$ cat config.mk
export PLATFORM = sky130hd
export DESIGN_NAME = pfbgr_queue
export DESIGN_NICKNAME = d
export VERILOG_FILES = /design/src/rtl/pfbgr_pkg.sv /design/src/rtl/pfbgr_queue.sv
export SDC_FILE = /design/constraint.sdc
export NUM_CORES = 1
export LEC_CHECK = 0
export ABC_AREA = 0
export BUFFER_PORTS_ARGS = -buffer_cell sky130_fd_sc_hd__buf_4
export CORE_ASPECT_RATIO = 1.4
export CORE_MARGIN = 3
export CORE_UTILIZATION = 40
export CTS_CLUSTER_DIAMETER = 200
export CTS_CLUSTER_SIZE = 20
export DETAILED_ROUTE_END_ITERATION = 10
export HOLD_SLACK_MARGIN = 0.02
export SLEW_MARGIN = 25
export SYNTH_ARGS = -nofsm -noshare
export SYNTH_HDL_FRONTEND = slang
export SYNTH_SLANG_ARGS = --single-unit
$ cat constraint.sdc
create_clock -name clock -period 3.6 [get_ports clock]
set_input_delay 0.18 -clock clock [delete_from_list [all_inputs] [get_ports clock]]
set_output_delay 0.18 -clock clock [all_outputs]
set_load 0.01 [all_outputs]
$ cat src/rtl/pfbgr_pkg.sv
// ----------------------------------------------------------------------------
// pfbgr_pkg
// Shared types and constants of the pixel format to BGR24 converter.
// ----------------------------------------------------------------------------
package pfbgr_pkg;

   localparam int SIZE_W      = 13;   // image_width / image_height registers
   localparam int ROW_W       = 13;   // output row number
   localparam int COL3_W      = 15;   // column times three
   localparam int LINE_W      = 15;   // padded bytes per line
   localparam int ADDR_W      = 26;   // destination byte address
   localparam int PROD_W      = ROW_W + LINE_W;
   localparam int CSR_ADDR_W  = 4;
   localparam int CSR_DATA_W  = 32;
   localparam int QUEUE_DEPTH = 4;
   localparam int QPTR_W      = 2;
   localparam int QCNT_W      = 3;

   typedef enum logic [2:0] {
      FMT_32BPP = 3'd0,
      FMT_24BPP = 3'd1,
      FMT_565   = 3'd2,
      FMT_555   = 3'd3,
      FMT_PAL8  = 3'd4
   } fmt_type;

   typedef enum logic [1:0] {
      REG_WIDTH  = 2'd0,
      REG_HEIGHT = 2'd1,
      REG_FORMAT = 2'd2,
      REG_FLIP   = 2'd3
   } reg_idx_type;

   typedef enum logic {
      KIND_PIXEL   = 1'b0,
      KIND_PALETTE = 1'b1
   } kind_type;

   typedef struct packed {
      logic        kind;
      logic [31:0] pixel_value;
      logic [7:0]  palette_index;
      logic [7:0]  palette_red;
      logic [7:0]  palette_green;
      logic [7:0]  palette_blue;
   } req_type;

   typedef struct packed {
      logic [ADDR_W-1:0] dest_address;
      logic [7:0]        out_blue;
      logic [7:0]        out_green;
      logic [7:0]        out_red;
      logic              frame_last;
   } rsp_type;

   typedef struct packed {
      logic [SIZE_W-1:0] image_width;
      logic [SIZE_W-1:0] image_height;
      logic [2:0]        source_format;
      logic              flip_rows;
   } cfg_type;

   // queue entry: a palette write carries {index, red, green, blue} in data
   typedef struct packed {
      logic              is_palette;
      logic [31:0]       data;
      logic [ROW_W-1:0]  out_row;
      logic [COL3_W-1:0] col3;
      logic              last;
   } qent_type;

   typedef struct packed {
      logic     valid;
      qent_type entry;
   } qhead_type;

endpackage

$ cat src/rtl/pfbgr_queue.sv
// ----------------------------------------------------------------------------
// pfbgr_queue
// Short first-in first-out queue between the front and the back part.
// ----------------------------------------------------------------------------
module pfbgr_queue (
   input  logic                  clock,
   input  logic                  reset,
   input  logic                  push,
   input  pfbgr_pkg::qent_type   push_entry,
   output logic                  full,
   input  logic                  pop,
   output pfbgr_pkg::qhead_type  head
);
   import pfbgr_pkg::*;

   qent_type          slot_ff [QUEUE_DEPTH];
   logic [QPTR_W-1:0] wr_ptr_ff, wr_ptr_in;
   logic [QPTR_W-1:0] rd_ptr_ff, rd_ptr_in;
   logic [QCNT_W-1:0] count_ff, count_in;
   logic              do_push;
   logic              do_pop;

   assign full        = (count_ff == QCNT_W'(QUEUE_DEPTH));
   assign head.valid  = (count_ff != '0);
   assign head.entry  = slot_ff[rd_ptr_ff];
   assign do_push     = push && !full;
   assign do_pop      = pop && head.valid;

   always_comb begin
      wr_ptr_in = do_push ? QPTR_W'(wr_ptr_ff + QPTR_W'(1)) : wr_ptr_ff;
      rd_ptr_in = do_pop ? QPTR_W'(rd_ptr_ff + QPTR_W'(1)) : rd_ptr_ff;
      count_in  = count_ff;
      if (do_push && !do_pop) begin
         count_in = QCNT_W'(count_ff + QCNT_W'(1));
      end else if (do_pop && !do_push) begin
         count_in = QCNT_W'(count_ff - QCNT_W'(1));
      end
   end

   always_ff @(posedge clock) begin
      if (do_push) begin
         slot_ff[wr_ptr_ff] <= push_entry;
      end
   end

   always_ff @(posedge clock) begin
      if (reset) begin
         wr_ptr_ff <= '0;
         rd_ptr_ff <= '0;
         count_ff  <= '0;
      end else begin
         wr_ptr_ff <= wr_ptr_in;
         rd_ptr_ff <= rd_ptr_in;
         count_ff  <= count_in;
      end
   end

endmodule

* Word-level counts from Yosys, hierarchy flattened
Memory sizes are Yosys's and may differ from the RTL's. A register that Yosys moved wholly into a read port is not among the register bits.
Index checks and enable logic that the tools add are counted.
** Word-level totals
- Flip-flop bits (word level) :: 7
- RAM bits :: 248
- Input port bits :: 66
- Output and inout bits :: 64
- Logic and storage cells :: 24
- Memories :: 1
** Memories
- slot_ff :: words 4, bits a word 62, rd ports 1, clocked after Yosys merged registers in 1, write ports 1, RTL line pfbgr_queue.sv:16 : qent_type slot_ff [QUEUE_DEPTH];
** Cells by class
- $add $sub $neg :: 4
- Equality and inequality tests :: 1
- Multiplexer cells :: 6
- Reduce and logical (&&, ||, !) cells :: 9
** Operators with widths (number)
- $mux W3 :: 2
- $add A2 B1 Y2 const B :: 2
- $logic_and A1 B1 Y1 :: 4
- $mux W2 :: 2
- $add A3 B1 Y3 const B :: 1
- $eq A3 B3 Y1 const B :: 1
- $logic_not A1 Y1 :: 3
- $reduce_bool A3 Y1 :: 1
- $sub A3 B1 Y3 const B :: 1
- $mux W1 :: 2
- $reduce_bool A2 Y1 :: 1

* Longest topological paths before layout
Gate-level depths: netlist of the first run.
- Depth after elaboration :: 7
- Mapped depth :: 8
- Gate-level depth less buffers :: 8

* Worst setup path after synthesis of the first run
OpenSTA, ideal clock, no wires.
- Path type :: register to register
- Start :: register count_ff[0]
- End :: memory slot_ff[0][0] (netlist bit) (enable)
- Data arrival time :: 2.314 ns
- Data required time :: 3.174 ns
- Slack :: 0.859 ns
- Stages on the path, launching flop included :: 4
- Buffers on the path :: 0
- Clock period less this slack :: 2.741 ns
- Cell sequence :: dfxtp_1 -> nor3b_2 -> nor2_1 -> and2_1
** Between the ends
- Longest elaborated chain between the ends :: 5
** Ends and longest elaborated chain
- start, declared :: RTL line pfbgr_queue.sv:19 : logic [QCNT_W-1:0] count_ff, count_in;
- start signal, assigned :: RTL line pfbgr_queue.sv:54 : count_ff <= count_in;
- $eq A3 B3 Y1 :: RTL line pfbgr_queue.sv:23 : assign full = (count_ff == QCNT_W'(QUEUE_DEPTH));
- net full :: RTL line pfbgr_queue.sv:10 : output logic full,
- $logic_not A1 Y1 :: RTL line pfbgr_queue.sv:26 : assign do_push = push && !full;
- $logic_and A1 B1 Y1 :: RTL line pfbgr_queue.sv:26
- net do_push :: RTL line pfbgr_queue.sv:20 : logic do_push;
- $mux W1 :: RTL line pfbgr_queue.sv:41 : if (do_push) begin
- $mux W1 (implied by the code) :: RTL line pfbgr_queue.sv:42 : slot_ff[wr_ptr_ff] <= push_entry;
- end, declared :: RTL line pfbgr_queue.sv:16
The timed path passes the listed nets, and every way through them passes these cells.

==> results.yml, run 1 <==
sta:
  finalCritPeriodShare_pct: 70.4
  setup_tns_ps: 0
  rsz0062_at_grt: "no"
  timing_hold_violations_final: 0
  slew_headroom_pct: 34.7
  finClkSkew_ps: 6.87
  fmax_mhz: 395
  period_needed_ps: 2530
  slew_viol_final: 0
  worstMarginPinSlew_ps: 980
  finalSetupViolCount: 0
synth:
  yosysWarnings: 0
  synthCells: 372
  avgSynthCellArea_um2: 25.5
  ys_types: 22
  synth-seq-cells: 257
  syn-num-nets: 444
  syn_area_um2: 9490
  yosysSeqAreaShare_pct: 80.4
finish:
  drive_gt1_share_pct: 37.9
  diodes: 0
  layout_commonest_cell: "edfxtp_1"
  fin_nets: 642
  area_growth_pct: 24.3
  final_cell_mix: "edfxtp_1 (248), buf_4 (132), dlygate4sd3_1 (63), mux4_2 (60), clkbuf_16 (17)"
  final_area_um2: 11800
floorplanning:
  rows: 66
  die-area_um2: 25600
  start_util_pct: 40.7
  die-width_um: 136
  die_y_um: 188
  coreArea_um2: 23300
  io-pin-count: 130
setup_path:
  arrival_ps: 2350
  endpoint_kind: "output pin"
  path_cells: "buf_4 -> mux4_2 -> buf_4"
  cpMostUsedCell: "buf_4"
  required_ps: 3420
  critPathMaxFanout: 27
  crit_path_start_kind: "register"
  cp_slowest_cell: "dfxtp_4"
  crit_type: "register to output pin"
  max_stage_delay_ps: 700
route:
  routed_wl_um: 17000
  vias_per_cell: 4.91
  num_vias: 4326
  firstDrtPassIters: 4
  drt_iter0_markers: 215
  wl_per_cell_um: 19.3
  post-route-drc-count: 0
  drtAntennaViolNets: 0
clock_network:
  clk_path_buf_depth: 3
  cts_setup_buffers: 0
  clkSlewWorstSetupHoldPaths_ps: 70
  cts_tree: "done"
  htreeDepth: 1
  clk_latency_ps: 470
  cts_root_buf: "clkbuf_16"
  post_cts_resized: 0
  clock_sinks: 257
  cts_hold_buf: 63
  cts_buffers: 16
placed_design:
  dp_hpwl_um: 9820
  dpl_cell_area_um2: 10700
  place_congestion: 0.666
  io_buffers: 129
min_path:
  hold_class: "input pin to register"
grt:
  track_usage_pct: 13.4
  grt_pass1_wl_um: 26700
  gr-total-overflow: 0
  grt_max_degree: 63
  grt_pass1_vias: 4883
  antenna_found_initial: 0
power:
  p_leak_nw: 3.94
  power_density_nw_per_um2: 630
  irDropWorstVdd_uv: 332
  power_mw: 7.43
job:
  cap_violations: 0
run_status:
  outcome: "complete, no violations"
[layout make-up]
| type | instances | area (um2) |
|---|---|---|
| flip-flops and latches | 257 | 7630 |
| fillers | 1942 | 11500 |
| clock buffers | 22 | 444 |
| clock inverters | 1 | 5.00 |
| multi-input cells | 96 | 1680 |
| inverters | 4 | 15.0 |
| well taps | 306 | 383 |
| repair buffers | 195 | 1620 |
[worst paths after layout]
| kind | slack, ps | cells past startpoint | start | endpoint |
|---|---|---|---|---|
| setup reg to reg | 1240 | 8 | count_ff[0]$_SDFFE_PP0P_ | count_ff[2]$_SDFFE_PP0P_ |
| hold / removal | 90 | 4 | pop | register |
| setup / recovery | 1070 | 3 | register | head[53] |
| hold reg to reg | 530 | 2 | wr_ptr_ff[0]$_SDFFE_PP0P_ | wr_ptr_ff[0]$_SDFFE_PP0P_ |
[stage by stage]
step	util, %	hold slack [ps]	setup slack, ps	instances
after floorplan	-	279	859	372
after global placement	46.0	379	1400	795
after detailed placement	46.0	385	1250	795
after CTS	50.6	68.3	939	881
after global routing	50.6	118	852	881
final	50.6	91.8	1070	881
[kinds of logic (layout without fill, tap and decap cells)]
| kind of cell | Yosys count | in the layout | synth area share [%] |
|---|---|---|---|
| compound gates | 6 | 6 | 0.435 |
| fa+ha+maj | 6 | 6 | 0.871 |
| xor+xnor | 4 | 4 | 0.369 |
| mux | 64 | 64 | 15.0 |
| flops | 257 | 257 | 80.4 |
| buf+inv | 19 | 222 | 1.94 |
| simple gates | 16 | 16 | 0.963 |
[Yosys cell counts]
library cell / count / area, um2
clkbuf_1: 2 / 7.51
nand2b_1: 2 / 12.5
or3_1: 3 / 18.8
buf_6: 1 / 11.3
inv_1: 4 / 15.0
buf_2: 6 / 30.0
mux4_2: 60 / 1350
nor3b_2: 1 / 12.5
xor2_1: 4 / 35.0
ha_1: 5 / 62.6
dfxtp_1: 9 / 180
o31ai_2: 1 / 12.5
and2_1: 4 / 25.0
nor2_1: 6 / 22.5
a21oi_1: 2 / 10.0
o311ai_0: 1 / 8.76
mux2i_1: 2 / 20.0
buf_12: 6 / 120
mux4_1: 2 / 52.6
o21ai_0: 2 / 10.0
edfxtp_1: 248 / 7450
fa_1: 1 / 20.0
[metal layers]
metal	GRT usage (%)	part of all wire, %
met1	16.8	39
met2	24.5	56
met3	1.74	3.5
met4	3.49	1.8
met5	0	0
[critical path, delay by kind of cell, from the launching register on]
family / cells / cell delay (ps)
buf+inv: 2 / 590
flops: 1 / 700
mux: 1 / 580
[sequential cells by signal (all words and copies together) (netlist names), named ones only]
name / flops
rd_ptr_ff: 2
wr_ptr_ff: 2
count_ff: 3
slot_ff: 248
[power breakdown]
part / switching, mW / internal (mW)
clock network: 0.871 / 0.863
logic: 0.818 / 1.07
registers: 0.207 / 3.60
total: 1.90 / 5.54
Power figures use the tool's default switching activity.
==> run 2: changes to the inputs <==
- ABC_AREA: 0 -> 1
- clock period: 3.6 -> 2.2 ns (I/O delays scaled with it)
==> run 2 against run 1 <==
  * Global-route usage grew 1.8 points
  * Clock skew up 3.3 ps
  * Via count rose by 38%
  * Highest routed layer is now met5
  * Largest power group unchanged
  * Final cell count rose by 34%
==> results.yml, run 2 <==
finish:
  final_cells: 1183
  fin_nets: 930
  fill_cells: 2108
  drive_gt1_share_pct: 33.5
  top_register: "slot_ff"
  diodes: 0
  layout_commonest_cell: "edfxtp_1"
  final_cell_mix: "edfxtp_1 (248), buf_4 (137), o21ai_0 (112), nor2_1 (74), dlygate4sd3_1 (66)"
  largest_reg_flops: 248
  fin_util_pct: 50.9
  area_growth_pct: 23.6
  top_regs: "slot_ff (248), count_ff (3)"
grt:
  gr-total-overflow: 0
  grt_max_degree: 69
  grt_pass1_vias: 6398
  track_usage_pct: 15.2
  grt_pass1_wl_um: 33200
  antenna_found_initial: 1
synth:
  synth.most_common_cell: "edfxtp_1"
  synth_top_area_cell: "edfxtp_1"
  synth_edf_count: 248
  yosysWarnings: 0
  avgSynthCellArea_um2: 15.3
  yosysSeqAreaShare_pct: 74.3
  ys_types: 23
  ys_top_cells_by_count: "edfxtp_1 (248), o21ai_0 (112), nor2_1 (78)"
  synth-seq-cells: 257
  synthArstFlopShare_pct: 0
  synth_top_area_share_pct: 72.6
  syn_area_um2: 10300
  synthCells: 669
  synthFlopType: "edfxtp_1"
  syn-num-nets: 741
  yosys-top-cells-area: "edfxtp_1 (73%), o22ai_2 (7.3%), o21ai_0 (5.5%)"
clock_network:
  clock_sinks: 257
  cts_root_buf: "clkbuf_16"
  htreeDepth: 1
  clk_path_buf_depth: 3
  clk_latency_ps: 470
  cts_tree: "done"
  cts_setup_buffers: 0
  cts_buffers: 16
  clkSlewWorstSetupHoldPaths_ps: 80
power:
  p_leak_nw: 4.38
  p_sw_mw: 4.01
  irDropWorstVdd_uv: 654
  power_mw: 13.1
  p_clk_share_pct: 22.0
  seq_power_share_pct: 46.4
  p_int_mw: 9.11
  swShare_pct: 30.6
  comb_power_share_pct: 31.6
  power_density_nw_per_um2: 1030
setup_path:
  arrival_ps: 1950
  required_ps: 2090
  max_stage_delay_ps: 380
  cp.depth: 5
  r2r_slack_ps: 240
  crit_type: "register to output pin"
  r2r-start: "count_ff[1]$_SDFFE_PP0P_"
  endpoint_kind: "output pin"
  path_cells: "inv_8 -> buf_4 -> o21ai_0 -> o22ai_2 -> buf_4"
  cpMostUsedCell: "buf_4"
  critical_path_buf_inv_count: 3
  reg2reg_to: "count_ff[2]$_SDFFE_PP0P_"
  endpoint: "head[12]"
  crit_path_start_kind: "register"
  worstRegToRegCells: 13
  critPathMaxFanout: 56
  cp_slowest_cell: "dfxtp_4"
  crit_family: "buffers and inverters"
sta:
  rsz0062_at_grt: "no"
  fmax_mhz: 485
  finalSetupViolCount: 0
  worstMarginPinSlew_ps: 441
  period_needed_ps: 2060
  finalCritPeriodShare_pct: 93.6
  timing_hold_violations_final: 0
  slew_headroom_pct: 70.6
  slew_viol_final: 0
  finClkSkew_ps: 10.2
job:
  cap_violations: 0
floorplanning:
  die_y_um: 195
  coreArea_um2: 24900
  io-pin-count: 130
  die-width_um: 141
  rows: 68
  start_util_pct: 41.2
  die-area_um2: 27600
placed_design:
  place_congestion: 0.802
  place_inst: 1089
  dp_hpwl_um: 12400
  io_buffers: 129
min_path:
  hold_class: "input pin to register"
route:
  routed_wl_um: 21400
  drt_iter0_markers: 315
  firstDrtPassIters: 4
  vias_per_cell: 5.06
  num_vias: 5982
  post-route-drc-count: 0
  wl_per_cell_um: 18.1
  drtAntennaViolNets: 0
run_status:
  outcome: "complete, no violations"
[run 2: changes by cell type after synthesis, moves of 13 or more]
cell,change
o22ai_2,+60
o21ai_1,+13
nand2_1,+15
o21ai_0,+110
mux4_2,-60
buf_2,+15
nor2_1,+72
nor2_2,+60
[run 2: timing repair]
action,4_1_cts,5_1_grt
setup endpoints to repair,0,6
gates resized for setup,0,2
hold endpoints to repair,257,0
hold buffers,66,0
[run 2: worst min-delay path by stage]
stage	start	to	slack, ps	cells past startpoint
2_1_floorplan	reset	register	180	1
3_3_place_gp	reset	register	300	2
3_5_place_dp	reset	register	300	2
4_1_cts	reset	count_ff[0]$_SDFFE_PP0P_	340	3
5_1_grt	push_entry[2]	slot_ff[3][2]$_DFFE_PP_	360	2
6_report	push_entry[43]	slot_ff[3][43]$_DFFE_PP_	370	2
[run 2: layer usage]
metal	GRT usage [%]	share of wire [%]	vias up
met4	3.84	1.7	2
met1	18.0	40	2972
met2	28.5	53	126
li1	-	-	2856
met3	2.65	4.9	26
met5	0	0.061	-
[run 2: logic make-up (layout without fill, tap and decap cells)]
group / after synthesis / in the layout / synth area share [%]
fa+ha+maj: 6 / 6 / 0.805
compound gates: 190 / 190 / 13.7
buf+inv: 57 / 256 / 3.76
xor+xnor: 1 / 1 / 0.0854
simple gates: 158 / 158 / 7.33
flops: 257 / 257 / 74.3
[run 2: power by group through the flow]
stage                     combinational [mW]  sequential [mW]  clock, mW
final                                   4.15             6.09       2.88
after floorplan                         2.54             6.17          0
after CTS                               4.24             6.09       2.98
after global routing                    4.52             6.13       3.19
after detailed placement                4.12             6.20          0
after global placement                  4.01             6.18          0
[run 2: layout make-up]
| class | instances | area (um2) | area share, % |
|---|---|---|---|
| clock buffer | 27 | 463 | 3.65 |
| tap | 315 | 394 | 3.11 |
| timing repair buffer | 211 | 1840 | 14.5 |
| multi-input combinational | 355 | 2280 | 18.0 |
| inverter | 17 | 72.6 | 0.572 |
| sequential | 257 | 7630 | 60.2 |
| clock inverter | 1 | 5.00 | 0.0395 |
[run 2: per-stage QoR]
step	hold WS, ps	setup slack [ps]	cell area (um2)	TNS [ps]
finish	369	140	12700	0
global route	357	20.2	12700	0
CTS	345	77.4	12700	0
detailed placement	303	267	11600	0
global placement	302	399	11600	0
floorplan	179	-543	10300	-134570
==> run 3: changes to the inputs <==
- clock period: 2.2 -> 2.49 ns (I/O delays scaled with it)
==> run 3 against run 2 <==
  * Die area did not move
  * Global-route usage is 0.44 points higher
  * First-iteration DRC count up 15%
  * Critical path depth shrank 1
  * Clock-buffer cell count decreased by 5
  * Design area decreased by 0.74%
  * Sequential cell count is the same
  * Register-to-register slack improved by 260 ps
  * Sequential power is 12% lower
  * Clock skew is essentially flat
  * Routed wire length rose by 3.1%
==> results.yml, run 3 (synthesized netlist as in run 2, its figures left out) <==
setup_path:
  endpoint_kind: "output pin"
  r2r-start: "count_ff[0]$_SDFFE_PP0P_"
  arrival_ps: 2080
  critPathMaxFanout: 62
  crit_path_start_kind: "register"
  crit_type: "register to output pin"
  reg2reg_to: "count_ff[2]$_SDFFE_PP0P_"
  worstRegToRegCells: 12
  r2r_slack_ps: 500
  required_ps: 2370
sta:
  rsz0062_at_grt: "no"
  finClkSkew_ps: 10.3
  timing_hold_violations_final: 0
  slew_viol_final: 0
  finalSetupViolCount: 0
  worstMarginPinSlew_ps: 692
  finalCritPeriodShare_pct: 88.7
  slew_headroom_pct: 53.9
  setup_ws_ps: 281
  period_needed_ps: 2210
  fmax_mhz: 453
grt:
  grt_pass1_wl_um: 34300
  met2_usage_pct: 28.6
  gr-total-overflow: 0
  antenna_found_initial: 2
  grt_pass1_vias: 6492
  met1_usage_pct: 19.2
  grt_max_degree: 125
  track_usage_pct: 15.7
  top_usage_layer: "met2"
  met3_usage_pct: 2.33
route:
  wl_per_cell_um: 18.7
  drt_iter0_markers: 363
  firstDrtPassIters: 4
  post-route-drc-count: 0
  num_vias: 6021
  routed_wl_um: 22100
  drtAntennaViolNets: 0
  vias_per_cell: 5.11
finish:
  drive_gt1_share_pct: 33.8
  ff_latch_area_um2: 7630
  area_growth_pct: 22.7
  fin_nets: 929
  layout_commonest_cell: "edfxtp_1"
  fill_cells: 2153
  top_register: "slot_ff"
  final_cells: 1178
  final_cell_mix: "edfxtp_1 (248), buf_4 (143), o21ai_0 (112), nor2_1 (74), dlygate4sd3_1 (65)"
  top_regs: "slot_ff (248), count_ff (3)"
  largest_reg_flops: 248
  multi_input_area_um2: 2280
floorplanning:
  rows: 68
  coreArea_um2: 24900
  die_y_um: 195
  start_util_pct: 41.2
  io-pin-count: 130
  die-width_um: 141
  die-area_um2: 27600
clock_network:
  clkSlewWorstSetupHoldPaths_ps: 80
  clk_latency_ps: 480
  htreeDepth: 1
  post_cts_resized: 0
  cts_root_buf: "clkbuf_16"
  clock_sinks: 257
  clk_path_buf_depth: 3
  cts_buffers: 16
  cts_tree: "done"
placed_design:
  place_inst: 1089
  io_buffers: 129
  dp_hpwl_um: 12900
  pre_cts_ws_ps: 575
  place_congestion: 0.808
min_path:
  hold-path-endpoint: "count_ff[0]$_SDFFE_PP0P_"
  hold_class: "input pin to register"
  hp-start: "reset"
  hold_path_depth: 3
job:
  cap_violations: 0
power:
  irDropWorstVdd_uv: 946
  p_leak_nw: 4.36
  power_density_nw_per_um2: 917
run_status:
  outcome: "complete, no violations"
## run 3: cell types whose count changed in the layout (fill, tap and decap cells not counted), sizes merged
cell and delta:
dlygate4sd3 -1, clkinv -1, inv +1, clkbuf -5, diode +1
## run 3: metrics by stage
step / hold WS (ps) / instance area, um2 / setup TNS (ps) / utilization (%) / power (mW)
2_1_floorplan: 194 / 10300 / -62650 / - / 7.70
3_3_place_gp: 316 / 11500 / 0 / 46.1 / 8.97
3_5_place_dp: 327 / 11500 / 0 / 46.1 / 9.10
4_1_cts: 349 / 12600 / 0 / 50.5 / 11.7
5_1_grt: 364 / 12600 / 0 / 50.5 / 12.2
6_report: 372 / 12600 / 0 / 50.5 / 11.5
## run 3: what timing repair did
item,in CTS,in global routing
setup buffers,0,0
hold buffers,65,0
hold endpoints to repair,257,0
## run 3: how the worst max path moves through the flow
stage	start	endpoint	slack (ps)	depth (start not counted)
after floorplan	count_ff[0]$_SDFFE_PP0P_	slot_ff[0][0]$_DFFE_PP_	-250	4
after global placement	count_ff[0]$_SDFFE_PP0P_	count_ff[2]$_SDFFE_PP0P_	680	13
after detailed placement	count_ff[0]$_SDFFE_PP0P_	count_ff[2]$_SDFFE_PP0P_	570	13
after CTS	register	head[57]	240	4
after global routing	register	head[57]	150	4
final	register	head[57]	280	4
## run 3: final cells by class
| cell class | instances | area share (%) |
|---|---|---|
| flip-flops and latches | 257 | 60.6 |
| diodes | 1 | 0.0199 |
| multi-input cells | 355 | 18.1 |
| inverters | 17 | 0.566 |
| repair buffers | 210 | 14.0 |
| clock buffers | 22 | 3.53 |
| well taps | 315 | 3.13 |
| clock inverters | 1 | 0.0397 |
## run 3: critical path, stage by stage (launching register included)
cell	delay [ps]
dfxtp_2	350
buf_4	560
o21ai_0	250
o22ai_2	270
buf_4	160
## run 3: per-layer routing
metal  part of all wire [%]  vias up
met5                  0.059        -
met4                    1.9        2
met3                    4.3       30
met2                     53      118
met1                     41     3021
li1                       -     2850
## run 3: report_power, final
group / leakage [nW] / switching (mW) / internal [mW] / total [mW]
combinational: 1.79 / 2.15 / 1.47 / 3.62
clock: 0.219 / 1.29 / 1.25 / 2.54
sequential: 2.35 / 0.131 / 5.25 / 5.38
total: 4.36 / 3.57 / 7.97 / 11.5
