## src/rtl/pfbgr_pkg.sv

```systemverilog
// ----------------------------------------------------------------------------
// pfbgr_pkg
// Shared types and constants of the pixel format to BGR24 converter.
// ----------------------------------------------------------------------------
package pfbgr_pkg;

   localparam int SIZE_W      = 13;   // image_width / image_height registers
   localparam int ROW_W       = 13;   // output row number
   localparam int COL3_W      = 15;   // column times three
   localparam int LINE_W      = 15;   // padded bytes per line
   localparam int ADDR_W      = 26;   // destination byte address
   localparam int PROD_W      = ROW_W + LINE_W;
   localparam int CSR_ADDR_W  = 4;
   localparam int CSR_DATA_W  = 32;
   localparam int QUEUE_DEPTH = 4;
   localparam int QPTR_W      = 2;
   localparam int QCNT_W      = 3;

   typedef enum logic [2:0] {
      FMT_32BPP = 3'd0,
      FMT_24BPP = 3'd1,
      FMT_565   = 3'd2,
      FMT_555   = 3'd3,
      FMT_PAL8  = 3'd4
   } fmt_type;

   typedef enum logic [1:0] {
      REG_WIDTH  = 2'd0,
      REG_HEIGHT = 2'd1,
      REG_FORMAT = 2'd2,
      REG_FLIP   = 2'd3
   } reg_idx_type;

   typedef enum logic {
      KIND_PIXEL   = 1'b0,
      KIND_PALETTE = 1'b1
   } kind_type;

   typedef struct packed {
      logic        kind;
      logic [31:0] pixel_value;
      logic [7:0]  palette_index;
      logic [7:0]  palette_red;
      logic [7:0]  palette_green;
      logic [7:0]  palette_blue;
   } req_type;

   typedef struct packed {
      logic [ADDR_W-1:0] dest_address;
      logic [7:0]        out_blue;
      logic [7:0]        out_green;
      logic [7:0]        out_red;
      logic              frame_last;
   } rsp_type;

   typedef struct packed {
      logic [SIZE_W-1:0] image_width;
      logic [SIZE_W-1:0] image_height;
      logic [2:0]        source_format;
      logic              flip_rows;
   } cfg_type;

   // queue entry: a palette write carries {index, red, green, blue} in data
   typedef struct packed {
      logic              is_palette;
      logic [31:0]       data;
      logic [ROW_W-1:0]  out_row;
      logic [COL3_W-1:0] col3;
      logic              last;
   } qent_type;

   typedef struct packed {
      logic     valid;
      qent_type entry;
   } qhead_type;

endpackage

```

## src/rtl/pfbgr_front.sv

```systemverilog
// ----------------------------------------------------------------------------
// pfbgr_front
// Accepts items, drops pixels of unhandled formats, tracks the raster
// position and forms the row and column terms of the destination address.
// ----------------------------------------------------------------------------
module pfbgr_front #(
   parameter int MAX_WIDTH  = 4096,
   parameter int MAX_HEIGHT = 4096
) (
   input  logic               clock,
   input  logic               reset,
   input  logic               req_valid,
   output logic               req_ready,
   input  pfbgr_pkg::req_type req_data,
   input  pfbgr_pkg::cfg_type cfg,
   input  logic               restart,
   input  logic               queue_full,
   output logic               push,
   output pfbgr_pkg::qent_type push_entry
);
   import pfbgr_pkg::*;

   localparam int CW   = (MAX_WIDTH > 1) ? $clog2(MAX_WIDTH) : 1;
   localparam int RW   = (MAX_HEIGHT > 1) ? $clog2(MAX_HEIGHT) : 1;
   localparam int CMPW = 18;

   logic [CW-1:0] col_ff, col_in;
   logic [RW-1:0] row_ff, row_in;
   logic          accept;
   logic          fmt_ok;
   logic          is_pixel;
   logic          row_end;
   logic          frame_end;

   assign req_ready = !queue_full;
   assign accept    = req_valid && req_ready;
   assign is_pixel  = (req_data.kind == KIND_PIXEL);
   assign fmt_ok    = cfg.source_format inside {FMT_32BPP, FMT_24BPP, FMT_565, FMT_555,
                                                FMT_PAL8};
   assign push      = accept && (!is_pixel || fmt_ok);

   assign row_end   = (CMPW'(col_ff) + CMPW'(1)) >= CMPW'(cfg.image_width);
   assign frame_end = row_end && ((CMPW'(row_ff) + CMPW'(1)) >= CMPW'(cfg.image_height));

   always_comb begin
      col_in = col_ff;
      row_in = row_ff;
      if (restart) begin
         col_in = '0;
         row_in = '0;
      end else if (push && is_pixel) begin
         if (row_end) begin
            col_in = '0;
            row_in = frame_end ? '0 : RW'(row_ff + RW'(1));
         end else begin
            col_in = CW'(col_ff + CW'(1));
         end
      end
   end

   always_comb begin
      push_entry.is_palette = !is_pixel;
      push_entry.data       = is_pixel ? req_data.pixel_value
                                       : {req_data.palette_index, req_data.palette_red,
                                          req_data.palette_green, req_data.palette_blue};
      push_entry.out_row    = cfg.flip_rows
                              ? ROW_W'(cfg.image_height - SIZE_W'(1) - SIZE_W'(row_ff))
                              : ROW_W'(row_ff);
      push_entry.col3       = (COL3_W'(col_ff) << 1) + COL3_W'(col_ff);
      push_entry.last       = frame_end;
   end

   always_ff @(posedge clock) begin
      if (reset) begin
         col_ff <= '0;
         row_ff <= '0;
      end else begin
         col_ff <= col_in;
         row_ff <= row_in;
      end
   end

endmodule

```

## config.mk

```make
export PLATFORM = sky130hd
export DESIGN_NAME = pfbgr_front
export DESIGN_NICKNAME = d
export VERILOG_FILES = /design/src/rtl/pfbgr_pkg.sv /design/src/rtl/pfbgr_front.sv
export SDC_FILE = /design/constraint.sdc
export NUM_CORES = 1
export LEC_CHECK = 0
export BUFFER_PORTS_ARGS = -buffer_cell sky130_fd_sc_hd__buf_2
export CAP_MARGIN = 40
export CORE_UTILIZATION = 43
export CTS_BUF_LIST = sky130_fd_sc_hd__clkbuf_4
export CTS_CLUSTER_SIZE = 40
export DETAILED_ROUTE_END_ITERATION = 16
export GPL_TIMING_DRIVEN = 0
export PLACE_DENSITY = 0.74
export SLEW_MARGIN = 20
export SYNTH_ARGS = -nofsm -noshare
export SYNTH_HDL_FRONTEND = slang
export SYNTH_SLANG_ARGS = --single-unit
```

## constraint.sdc

```tcl
create_clock -name clock -period 5.15 [get_ports clock]
set_clock_uncertainty 0.15 [all_clocks]
set_input_delay 1.03 -clock clock [delete_from_list [all_inputs] [get_ports clock]]
set_output_delay 1.03 -clock clock [all_outputs]
set_load 0.01 [all_outputs]
```

[After elaboration in Yosys (flattened, before gate mapping)]
Index checks and enable logic that the tools add are counted.
Word-level totals
  register bits: 24
  input port bits: 100
  output and inout port bits: 64
  word-level logic and storage cells: 30
Cells by class
  add/sub/neg operators: 7
  $lt $le $gt $ge: 2
  equality and inequality tests: 4
  mux-type cells: 4
  bitwise operators: 1
  reductions and logical operators: 10
Operators with widths (number)
  2-to-1 mux 32 bit: 1
  adder 12 x 1 -> 13 bit (second input constant): 2
  greater-or-equal comparator 13 bit: 2
  adder 12 x 1 -> 12 bit (second input constant): 2
  2-to-1 mux 12 bit: 2
  adder 13 x 12 -> 14 bit: 1
  2-to-1 mux 13 bit: 1
  subtractor 13 x 1 -> 13 bit (second input constant): 1
  subtractor 13 x 12 -> 13 bit: 1
  == test 3 x 2 -> 1 bit (second input constant): 2
  nonzero test 5 bit: 1
  logical AND 1 bit: 4
  == test 3 x 1 -> 1 bit (second input constant): 1
  == test 3 bit (second input constant): 1
  zero test 3 bit: 1
  AND reduction 2 bit: 1
  OR reduction 2 bit: 1
  zero test 1 bit: 1
  logical OR 1 bit: 1
  NOT 1 bit: 1

[Longest topological paths before layout]
Gate-level depths: netlist of the first run.
  word-level depth: 6
  mapped depth: 14
  depth with buffers taken out: 12

[Least setup slack after synthesis of the first run]
Ideal clock, no wire load.
  path kind: input to output
  from: input cfg[4] (netlist bit)
  to: output push_entry[28] (netlist bit)
  data arrival time: 2.829 ns
  data required time: 3.970 ns
  setup slack: 1.141 ns
  cell stages on the path: 8
  path buffers: 0
  path through: ha_1 -> fa_1 -> a21oi_2 -> o211ai_2 -> o41a_1 -> a221oi_2 -> xnor2_1 -> and2_1
RTL lines
  start: declaration: RTL line pfbgr_front.sv:15  | input pfbgr_pkg::cfg_type cfg,
  end: declaration: RTL line pfbgr_front.sv:19  | output pfbgr_pkg::qent_type push_entry

[Worst setup path after layout of the first run]
  from: register row_ff[1]
  to: output push_entry[0] (netlist bit)
Between the ends
  longest elaborated chain between the ends: 3
Ends and longest elaborated chain
  start: declaration: RTL line pfbgr_front.sv:28  | logic [RW-1:0] row_ff, row_in;
  start signal: assignment: RTL line pfbgr_front.sv:79  | row_ff <= row_in;
  adder 12 x 1 -> 13 bit: RTL line pfbgr_front.sv:43  | assign frame_end = row_end && ((CMPW'(row_ff) + CMPW'(1)) >= CMPW'(cfg.image_height));
  greater-or-equal comparator 13 bit: RTL line pfbgr_front.sv:43
  logical AND 1 bit: RTL line pfbgr_front.sv:43
Every way passes these cells.

==> impl.org, run 1 <==
** Setup path
- Counting both buffers and inverters, the worst setup path holds a total of 3.
- Library cell contributing the largest single delay on the critical path :: sky130_fd_sc_hd__dfxtp_1
- Data on the critical path is required at its endpoint by about 4.0 ns.
- STA classifies the critical path startpoint as a flip-flop.
- CP delay by family, top :: compound AO/OA/AOI/OAI gates
- For this run, the slowest stage of the critical path takes 0.42 ns.
- Along the worst path, the maximum fanout reaches 10.
- STA classifies the critical path endpoint as an output port.
- The worst setup path is of the reg2out kind.
- Critical-path cell list :: ha_1, nand2_1, nor4_4, nand3_1, xnor2_1, ha_1, a21o_1, a211oi_2, o211ai_1, o21ai_2, buf_2, nor3_1, buf_4, buf_2
- Critical Path AT :: 3.54 ns

** Floorplan
- Chip height :: 93.99 µm
- Die Outline Area :: between 8000 and 9000 µm²
- I/O Pins :: ~160
- The die is 93.99 µm wide.
- For this configuration, the core starts out at a cell density of 0.4428.
- In this run the core area contains 33 standard-cell rows.
- In this run the standard cell core region covers 8217 µm².

** Run status
- The flow ran to the end, and the final reports show no timing, DRC or antenna violations.

** Placed design
- GP Congestion :: 0.8324
- Placed cell count :: 725
- Once detailed placement completed, the half-perimeter wirelength came to 8263 µm.
- After detailed placement, the total cell area comes to 4576 µm².
- PortBufs :: roughly 160
- At the placement stage, the worst setup path has a slack of 0.8073 ns.

** Timing
- Crit path setup slack, layout :: 0.4283 ns
- In the finished design, the share of the clock period the worst path needs comes to 0.9168.
- In this run the tightest slew margin relative to its limit is 0.6141.
- Final-report max-slew violation count :: 0
- Setup repair after global routing left no endpoint under its margin.
- Final setup fails :: 0
- In the final timing run, aggregate negative setup slack is 0 ns.
- The number of hold violations in the final report is 0.
- For this run, the top clock speed supported by timing is 211.8 MHz.
- At the pin with the least slew margin, the transition time is 0.5789 ns.
- Final critical delay including setup and external delays :: 4.722 ns

** Clock tree
- CTS built an H-tree with a depth of 1.
- TritonCTS clock tree :: yes
- The later pin in the worst-skew pair is clocked with a latency of ~0.31 ns.
- After clock tree synthesis, the repair step resized 0 gates.
- Post-CTS setup-driven buffer insertion count :: 0
- CTS sink count :: 24
- CTS placed an instance of sky130_fd_sc_hd__clkbuf_4 at the clock tree root.
- Max Buffers Root-to-Sink :: 2
- Clock-pin slew was measured on the worst setup and hold paths at 0.13 ns.
- Counting the buffers created by CTS gives 3.
- Hold repair after CTS inserted 0 buffers.

** Synth
- Synthesis Warnings :: 0
- Leading register cell type out of synthesis :: sky130_fd_sc_hd__dfxtp_1
- By area the synthesized netlist is led by sky130_fd_sc_hd__ha_1 19%, sky130_fd_sc_hd__dfxtp_1 13%, sky130_fd_sc_hd__mux2_2 10%, sky130_fd_sc_hd__xnor2_1 7.0%, sky130_fd_sc_hd__inv_1 4.7%.
- Summing every instance area after synthesis gives between 3000 and 4000 µm².
- Count of cell types in the netlist :: 53
- In this run, synthesis inferred 0 flip-flops with an integrated enable.
- Counting every net in the synthesized netlist gives ~600.
- Post-Synthesis Cells :: between 400 and 500
- Summed over all instances, the cell type with the most area after synthesis is sky130_fd_sc_hd__ha_1.
- Proportion of netlist area held by the largest area contributor :: 0.1857
- Counting flops with an async set or reset pin after synthesis yields a share of 0.
- Of the synthesized area, sequential elements account for 0.1320.
- Count of state elements after synthesis :: 24
- Avg Cell Area, Syn :: 7.927 µm²

** Final layout
- With fillers left out, the area of the finished cells amounts to 4598 µm².
- Of the cells placed in the final design, the portion with a size suffix greater than 1 is 0.3579.
- Number of antenna repair diodes :: 0
- Relative to the synthesized area, the layout overhead comes to 26.38%.
- In the layout the commonest cells are 166 x sky130_fd_sc_hd__buf_2, 54 x sky130_fd_sc_hd__ha_1, 46 x sky130_fd_sc_hd__inv_1.
- Commonest non-fill, non-tap cell in the layout :: sky130_fd_sc_hd__buf_2
- Number of standard cells in the final layout excluding fillers :: 728
- Final Net Count :: 780

** GRT
- For this run, the total global-route usage over all layers was measured as 0.2131.
- Pin count of the biggest net entering global routing :: 13
- Number of global-route vias before repair :: 3467
- The initial antenna violation count came to 0.
- The first global-routing pass estimated around 15000 µm of wire.
- Summed over all layers, the global routing overflow is 0.

** Power
- Total power per unit cell area :: 99.89 nW/µm²
- Leakage power summed over all cells :: 2.336 nW
- Peak supply drop :: 0.06075 mV

** Route
- Using the TritonRoute via totals, the vias-per-cell ratio works out to 5.180.
- The first detailed-routing pass took 4 iterations.
- Total via count in the routed design :: 3771
- Summed over all layers, the routed wires come to 9609 µm.
- DRC viols :: 0
- Antenna violation net count after detailed routing :: 0
- The detailed router finished its first iteration with 84 violations.
- Drt wl/cell :: between 10 and 15 µm

** Hold path
- The worst hold path belongs to the class reg2reg.

** Job
- Max-cap violations in this run came to 0.
==> power by group <==
part / internal (W) / leakage (nW) / switching (W)
logic: 0.0000968 / 2.13 / 0.0000931
clock network: 0.0000273 / 0.0138 / 0.0000559
registers: 0.000186 / 0.193 / 0.000000368
==> cells in the mapped netlist (2+ instances only) <==
library cell	number
sky130_fd_sc_hd__ha_1	54
sky130_fd_sc_hd__inv_1	46
sky130_fd_sc_hd__nand2_1	39
sky130_fd_sc_hd__nor2_1	38
sky130_fd_sc_hd__mux2_2	33
sky130_fd_sc_hd__xnor2_1	29
sky130_fd_sc_hd__dfxtp_1	24
sky130_fd_sc_hd__nand3_1	20
sky130_fd_sc_hd__o211ai_1	19
sky130_fd_sc_hd__o21ai_0	16
sky130_fd_sc_hd__xor2_1	16
sky130_fd_sc_hd__a21oi_1	14
sky130_fd_sc_hd__a21o_1	9
sky130_fd_sc_hd__clkbuf_1	9
sky130_fd_sc_hd__mux2i_1	7
sky130_fd_sc_hd__nand2b_1	6
sky130_fd_sc_hd__nor3_1	6
sky130_fd_sc_hd__buf_2	5
sky130_fd_sc_hd__buf_4	5
sky130_fd_sc_hd__a31oi_1	4
sky130_fd_sc_hd__and2_1	4
sky130_fd_sc_hd__nand4_1	4
sky130_fd_sc_hd__o21bai_1	4
sky130_fd_sc_hd__and3_1	3
sky130_fd_sc_hd__nand4b_1	3
sky130_fd_sc_hd__o21a_1	3
sky130_fd_sc_hd__o21ai_1	3
sky130_fd_sc_hd__o22ai_1	3
sky130_fd_sc_hd__or3_1	3
sky130_fd_sc_hd__a21boi_1	2
sky130_fd_sc_hd__a21oi_2	2
sky130_fd_sc_hd__a221oi_2	2
sky130_fd_sc_hd__nand3b_1	2
sky130_fd_sc_hd__nor4_4	2
sky130_fd_sc_hd__o41a_1	2
==> tightest hold or removal path, delay by kind of cell, from the launching register on <==
| kind | cells | cell delay (ns) |
|---|---|---|
| DFF | 1 | 0.36 |
| muxes | 1 | 0.05 |
| and+or+nand+nor | 1 | 0.06 |
==> path summary, 6_finish.rpt <==
kind / from / endpoint / slack (ns) / depth (start not counted)
worst max-delay path: row_ff[1] / push_entry[0] / 0.43 / 14
worst min register to register: row_ff[11] / row_ff[11] / 0.36 / 2
worst max register to register: col_ff[3] / row_ff[3] / 1.63 / 14
worst min-delay path: row_ff[11] / row_ff[11] / 0.36 / 2
==> through the flow <==
step	power (W)	hold WS, ns	util
2_1_floorplan	0.0002991	0.3103	-
3_3_place_gp	0.0003756	0.3267	0.5569
3_5_place_dp	0.0003806	0.3414	0.5569
4_1_cts	0.0004625	0.3594	0.5596
5_1_grt	0.0004887	0.3754	0.5596
6_report	0.0004593	0.3568	0.5596
==> kinds of logic (layout without fill, tap and decap cells) <==
logic type,Yosys count,in the layout,share of synthesized area
and+or+nand+nor,137,137,0.1929
xor gates and xnor gates,45,45,0.1083
muxes,40,40,0.1214
DFF,24,24,0.1320
AOI/OAI and AO/OA,91,91,0.1781
buffers and inverters,66,230,0.07497
adders and majority gates,55,55,0.1912
other,1,1,0.001031
==> layout make-up <==
type	instances	area [µm²]
Tap cell	105	131.4
Inverter	46	172.7
Sequential cell	24	480.5
Fill cell	789	3618
Timing Repair Buffer	161	805.8
Buffer	20	100.1
Multi-Input combinational cell	369	2885
Clock buffer	3	22.52
==> sequential cells by signal (all words and copies together) (netlist names) <==
register  cells
col_ff       12
row_ff       12
==> per-layer routing <==
layer,GRT usage,share of wire,vias up
li1,-,-,1937
met5,0,0,-
met1,0.2630,0.44,1707
met4,0.04872,0.0091,0
met2,0.3996,0.51,119
met3,0.01294,0.040,8
No activity file was read; power rests on OpenSTA's default activity.
==> run 2: changes to the inputs <==
--- a/config.mk
+++ b/config.mk
@@ -5,10 +5,12 @@
 export SDC_FILE = /design/constraint.sdc
 export NUM_CORES = 1
 export LEC_CHECK = 0
+export ABC_AREA = 1
 export BUFFER_PORTS_ARGS = -buffer_cell sky130_fd_sc_hd__buf_2
 export CAP_MARGIN = 40
 export CORE_UTILIZATION = 43
 export CTS_BUF_LIST = sky130_fd_sc_hd__clkbuf_4
+export CTS_CLUSTER_DIAMETER = 30
 export CTS_CLUSTER_SIZE = 40
 export DETAILED_ROUTE_END_ITERATION = 16
 export GPL_TIMING_DRIVEN = 0
==> impl.org, run 2 <==
** Run status
- Run status :: finished clean

** Synth
- Synthesis Warnings :: 0 (unchanged)
- Post-synthesis cell type with the largest combined area :: sky130_fd_sc_hd__nand2_1
- For this run, the leading register cell type out of synthesis is sky130_fd_sc_hd__dfxtp_1.
- Post-Syn Area :: 3770 µm² (+3.6%)
- The post-synth net total was 782 (+27%).
- Ys async rst share :: 0 (unchanged)
- Commonest cells in the netlist :: 238 x sky130_fd_sc_hd__nand2_1, 74 x sky130_fd_sc_hd__inv_1, 54 x sky130_fd_sc_hd__ha_1
- The sequential-to-total area share from yosys stat was 0.1274 (-0.004602).
- Number of flops mapped to enable cells by yosys :: 0 (unchanged)
- The number of synthesized register bits was 24 (unchanged).
- Sorting the synthesized cells by area gives the leading types as sky130_fd_sc_hd__nand2_1 24%, sky130_fd_sc_hd__ha_1 18%, sky130_fd_sc_hd__dfxtp_1 13%, sky130_fd_sc_hd__inv_1 7.4%, sky130_fd_sc_hd__a21oi_1 5.8%.
- Count of cell types in the netlist :: 42 (-21%)
- The gate count of the mapped netlist came to 627 (+37%).
- The portion of synthesized cell area occupied by the leading cell type was 0.2370 (+0.05128).
- Top-count cell post-synth :: sky130_fd_sc_hd__nand2_1
- The post-synthesis average cell area was 6.013 µm² (-24%).

** Clock tree
- Post-CTS setup-driven buffer insertion count :: 0 (unchanged)
- The CTS sink count is 24 (unchanged).
- The post-CTS resize count came to 0 (unchanged).
- TritonCTS built the clock tree.
- The tree is rooted in a sky130_fd_sc_hd__clkbuf_4.
- Clk Latency, worst-skew pair :: 0.32 ns (about the same)
- The CTS buffer count came to 3 (unchanged).
- The count of H-tree levels built during CTS came to 1 (unchanged).
- The clock edge transition at the registers on the reported setup and hold paths is 0.14 ns (about the same).
- Number of buffers inserted for hold repair after clock tree synthesis :: 0 (unchanged)
- The largest buffer count on any clock path was 2 (unchanged).

** Timing
- Final-report max-slew violation count :: 0 (unchanged)
- Final critical delay including setup and external delays :: 4.232 ns (-0.4899 ns)
- Setup_tns :: 0 ns (unchanged)
- Setup repair after global routing missed its margin :: no
- Final setup fails :: 0 (unchanged)
- Least-Margin Pin Slew :: 0.5001 ns (-0.07880 ns)
- The final worst setup slack was 0.9182 ns (+0.4899 ns).
- The number of hold violations in the final report was 0 (unchanged).
- The top achievable clock speed is 236.3 MHz (+12%).
- The worst relative slew slack is 0.6666 (+0.05253).
- The final clock period utilization by the worst path is 0.8217 (-0.09513).
- The final hold slack came to 0.3588 ns (+0.001999 ns).

** Setup path
- Peak fanout along the critical path :: 7 (-3)
- CP delay by family, top :: simple AND/OR/NAND/NOR gates
- Delay of the slowest cell on the worst path :: 0.55 ns (+0.13 ns)
- Type of origin of the critical path :: flip-flop
- Required time at the endpoint of the critical path :: 3.97 ns (about the same)
- Critical-path cell list :: ha_1, nand2_1, nor2_1, xor2_1, ha_1, nand2_1, inv_1, nand2_1, nand2_1, a21oi_2, nand2_2, nand2_1, inv_1, buf_4, buf_2
- Library cell contributing the largest single delay on the critical path :: sky130_fd_sc_hd__dfxtp_1
- The arrival time at the worst endpoint came to 3.05 ns (-0.49 ns).
- The path length in cells of the critical path is 15 (+1).
- The combined buffer and inverter count along the critical path was 4 (+1).
- The worst setup path is captured at an output port.
- Most repeated library cell on the critical path :: sky130_fd_sc_hd__nand2_1
- The path depth of the worst reg2reg path came to 14 (unchanged).
- The critical path is of the reg2out type.

** Route
- Total via count in the routed design :: 4518 (+20%)
- The residual antenna-violating net count after detailed routing came to 0 (unchanged).
- Ratio of routed vias to standard cells :: 5.031 (-2.9%)
- The routed wire length was 11370 µm (+18%).
- First-pass iteration count of the detailed router :: 5 (+1)
- First DRT Iteration DRCs :: 152 (+81%)
- The detail-routed net length per standard cell came to 12.66 µm (-4.1%).
- DRC viols :: 0 (unchanged)

** Hold path
- Hold Crit Depth :: 2 (unchanged)
- Min-Delay Path Class :: reg2reg

** Power
- Comb power frac :: 0.389 (-0.024)
- Peak supply drop :: 0.08636 mV (+42%)
- The share of total power in the clock network came to 0.261 (+0.080).
- The leakage power total came to 2.826 nW (+21%).
- The proportion of power drawn by flip-flops and latches was 0.350 (-0.055).
- The switching power came to 0.0001823 W (+22%).
- The switching part of the total power is 0.3385 (+0.01323).
- Pint :: 0.0003562 W (+15%)
- The power per unit of standard cell area is 113.1 nW/µm² (+13%).

** Floorplan
- I/O Pins :: 164 (unchanged)
- The horizontal extent of the die came to 95.63 µm (+1.8%).
- Die Outline Area :: 9145 µm² (+3.5%)
- Chip height :: 95.63 µm (+1.8%)
- Initial cell density of the core :: 0.4520 (+0.009175)
- Site Rows :: 33 (unchanged)
- Area of the placeable core :: 8341 µm² (+1.5%)

** Final layout
- Final Net Count :: 947 (+21%)
- In the layout the commonest cells are 238 x sky130_fd_sc_hd__nand2_1, 162 x sky130_fd_sc_hd__buf_2, 74 x sky130_fd_sc_hd__inv_1.
- Layout area overhead :: 26.25% (about the same)
- The layout cell share with drive strength beyond 1 came to 0.2541 (-0.1038).
- Commonest non-fill, non-tap cell in the layout :: sky130_fd_sc_hd__nand2_1
- Registers with the most flip-flops :: col_ff: 12 flops, row_ff: 12 flops

** GRT
- The total routing resource utilization after global routing is 0.2540 (+0.04093).
- Wire length of the first global-routing pass :: 18660 µm (+22%)
- The leftover overflow at the end of global routing came to 0 (unchanged).
- Number of global-route vias before repair :: 4362 (+26%)
- Pin count of the biggest net entering global routing :: 15 (+2)
- Initial antenna violation count :: 2 (+2)

** Placed design
- The number of port buffers is 160 (-0.62%).
- Pre-CTS setup slack :: 1.175 ns (+0.3674 ns)
- The final weighted congestion in routability-driven placement is 0.8990 (+8.0%).
- Detailed Place HPWL :: 9740 µm (+18%)

** Job
- Max-cap violations :: 0 (unchanged)
[run 2: changes by cell type in the layout (fill, tap and decap cells not counted), moves of 7 or more]
cell | before | now
sky130_fd_sc_hd__nand2_1 | 39 | 238
sky130_fd_sc_hd__mux2_2 | 33 | 0
sky130_fd_sc_hd__a21oi_1 | 14 | 44
sky130_fd_sc_hd__inv_1 | 46 | 74
sky130_fd_sc_hd__o211ai_1 | 19 | 0
sky130_fd_sc_hd__xnor2_1 | 29 | 10
sky130_fd_sc_hd__nand3_1 | 20 | 37
sky130_fd_sc_hd__a21o_1 | 9 | 1
sky130_fd_sc_hd__mux2i_1 | 7 | 0
sky130_fd_sc_hd__nor2_1 | 38 | 31
[run 2: cell families after synthesis]
kind of cell / Yosys count / share of synthesized area
AOI/OAI and AO/OA: 79 / 0.1188
adders and majority gates: 55 / 0.1845
xor gates and xnor gates: 33 / 0.07866
and+or+nand+nor: 340 / 0.3863
buffers and inverters: 95 / 0.1032
DFF: 24 / 0.1274
other: 1 / 0.0009947
[run 2: final timing paths]
kind             start             to  slack, ns
min          row_ff[9]      row_ff[9]       0.36
max reg2reg  col_ff[0]      col_ff[6]       2.09
min reg2reg  row_ff[9]      row_ff[9]       0.36
max          col_ff[0]  push_entry[0]       0.92
[run 2: worst min-delay path, delay by kind of cell, from the launching register on]
kind             cells  cell delay [ns]
flip-flops           1             0.37
AND/OR/NAND/NOR      2             0.11
[run 2: final cells by class]
type                       count  area, µm²
antenna                        2      5.005
multi-input combinational    508       2900
inverter                      80      307.8
timing repair buffer         160      800.8
clock inverter                 1      30.03
buffer                        15      81.33
sequential                    24      480.5
tap                          105      131.4
fill                         895       3581
clock buffer                   3      22.52
[run 2: layer usage]
metal,global-route usage,wire length [µm],vias up
met5,0,0,-
met4,0.07338,200,0
met3,0.01754,549,14
met2,0.5101,5925,155
met1,0.2798,4693,2023
li1,-,-,2326
[run 2: power groups by stage]
| stage | combinational, W | clock (W) | sequential (W) |
|---|---|---|---|
| 2_1_floorplan | 0.000117 | 0 | 0.000192 |
| 3_3_place_gp | 0.000203 | 0 | 0.000192 |
| 3_5_place_dp | 0.000208 | 0 | 0.000192 |
| 4_1_cts | 0.000209 | 0.000141 | 0.000188 |
| 5_1_grt | 0.000234 | 0.000147 | 0.000189 |
| 6_report | 0.000210 | 0.000140 | 0.000188 |
[run 2: stage by stage]
step	utilization	area, µm²	power (W)	instances
after floorplan	-	3770	0.0003087	627
after global placement	0.5638	4702	0.0003952	892
after detailed placement	0.5638	4702	0.0004005	892
after CTS	0.5701	4755	0.0005388	896
after global routing	0.5707	4760	0.0005693	898
final	0.5707	4760	0.0005385	898
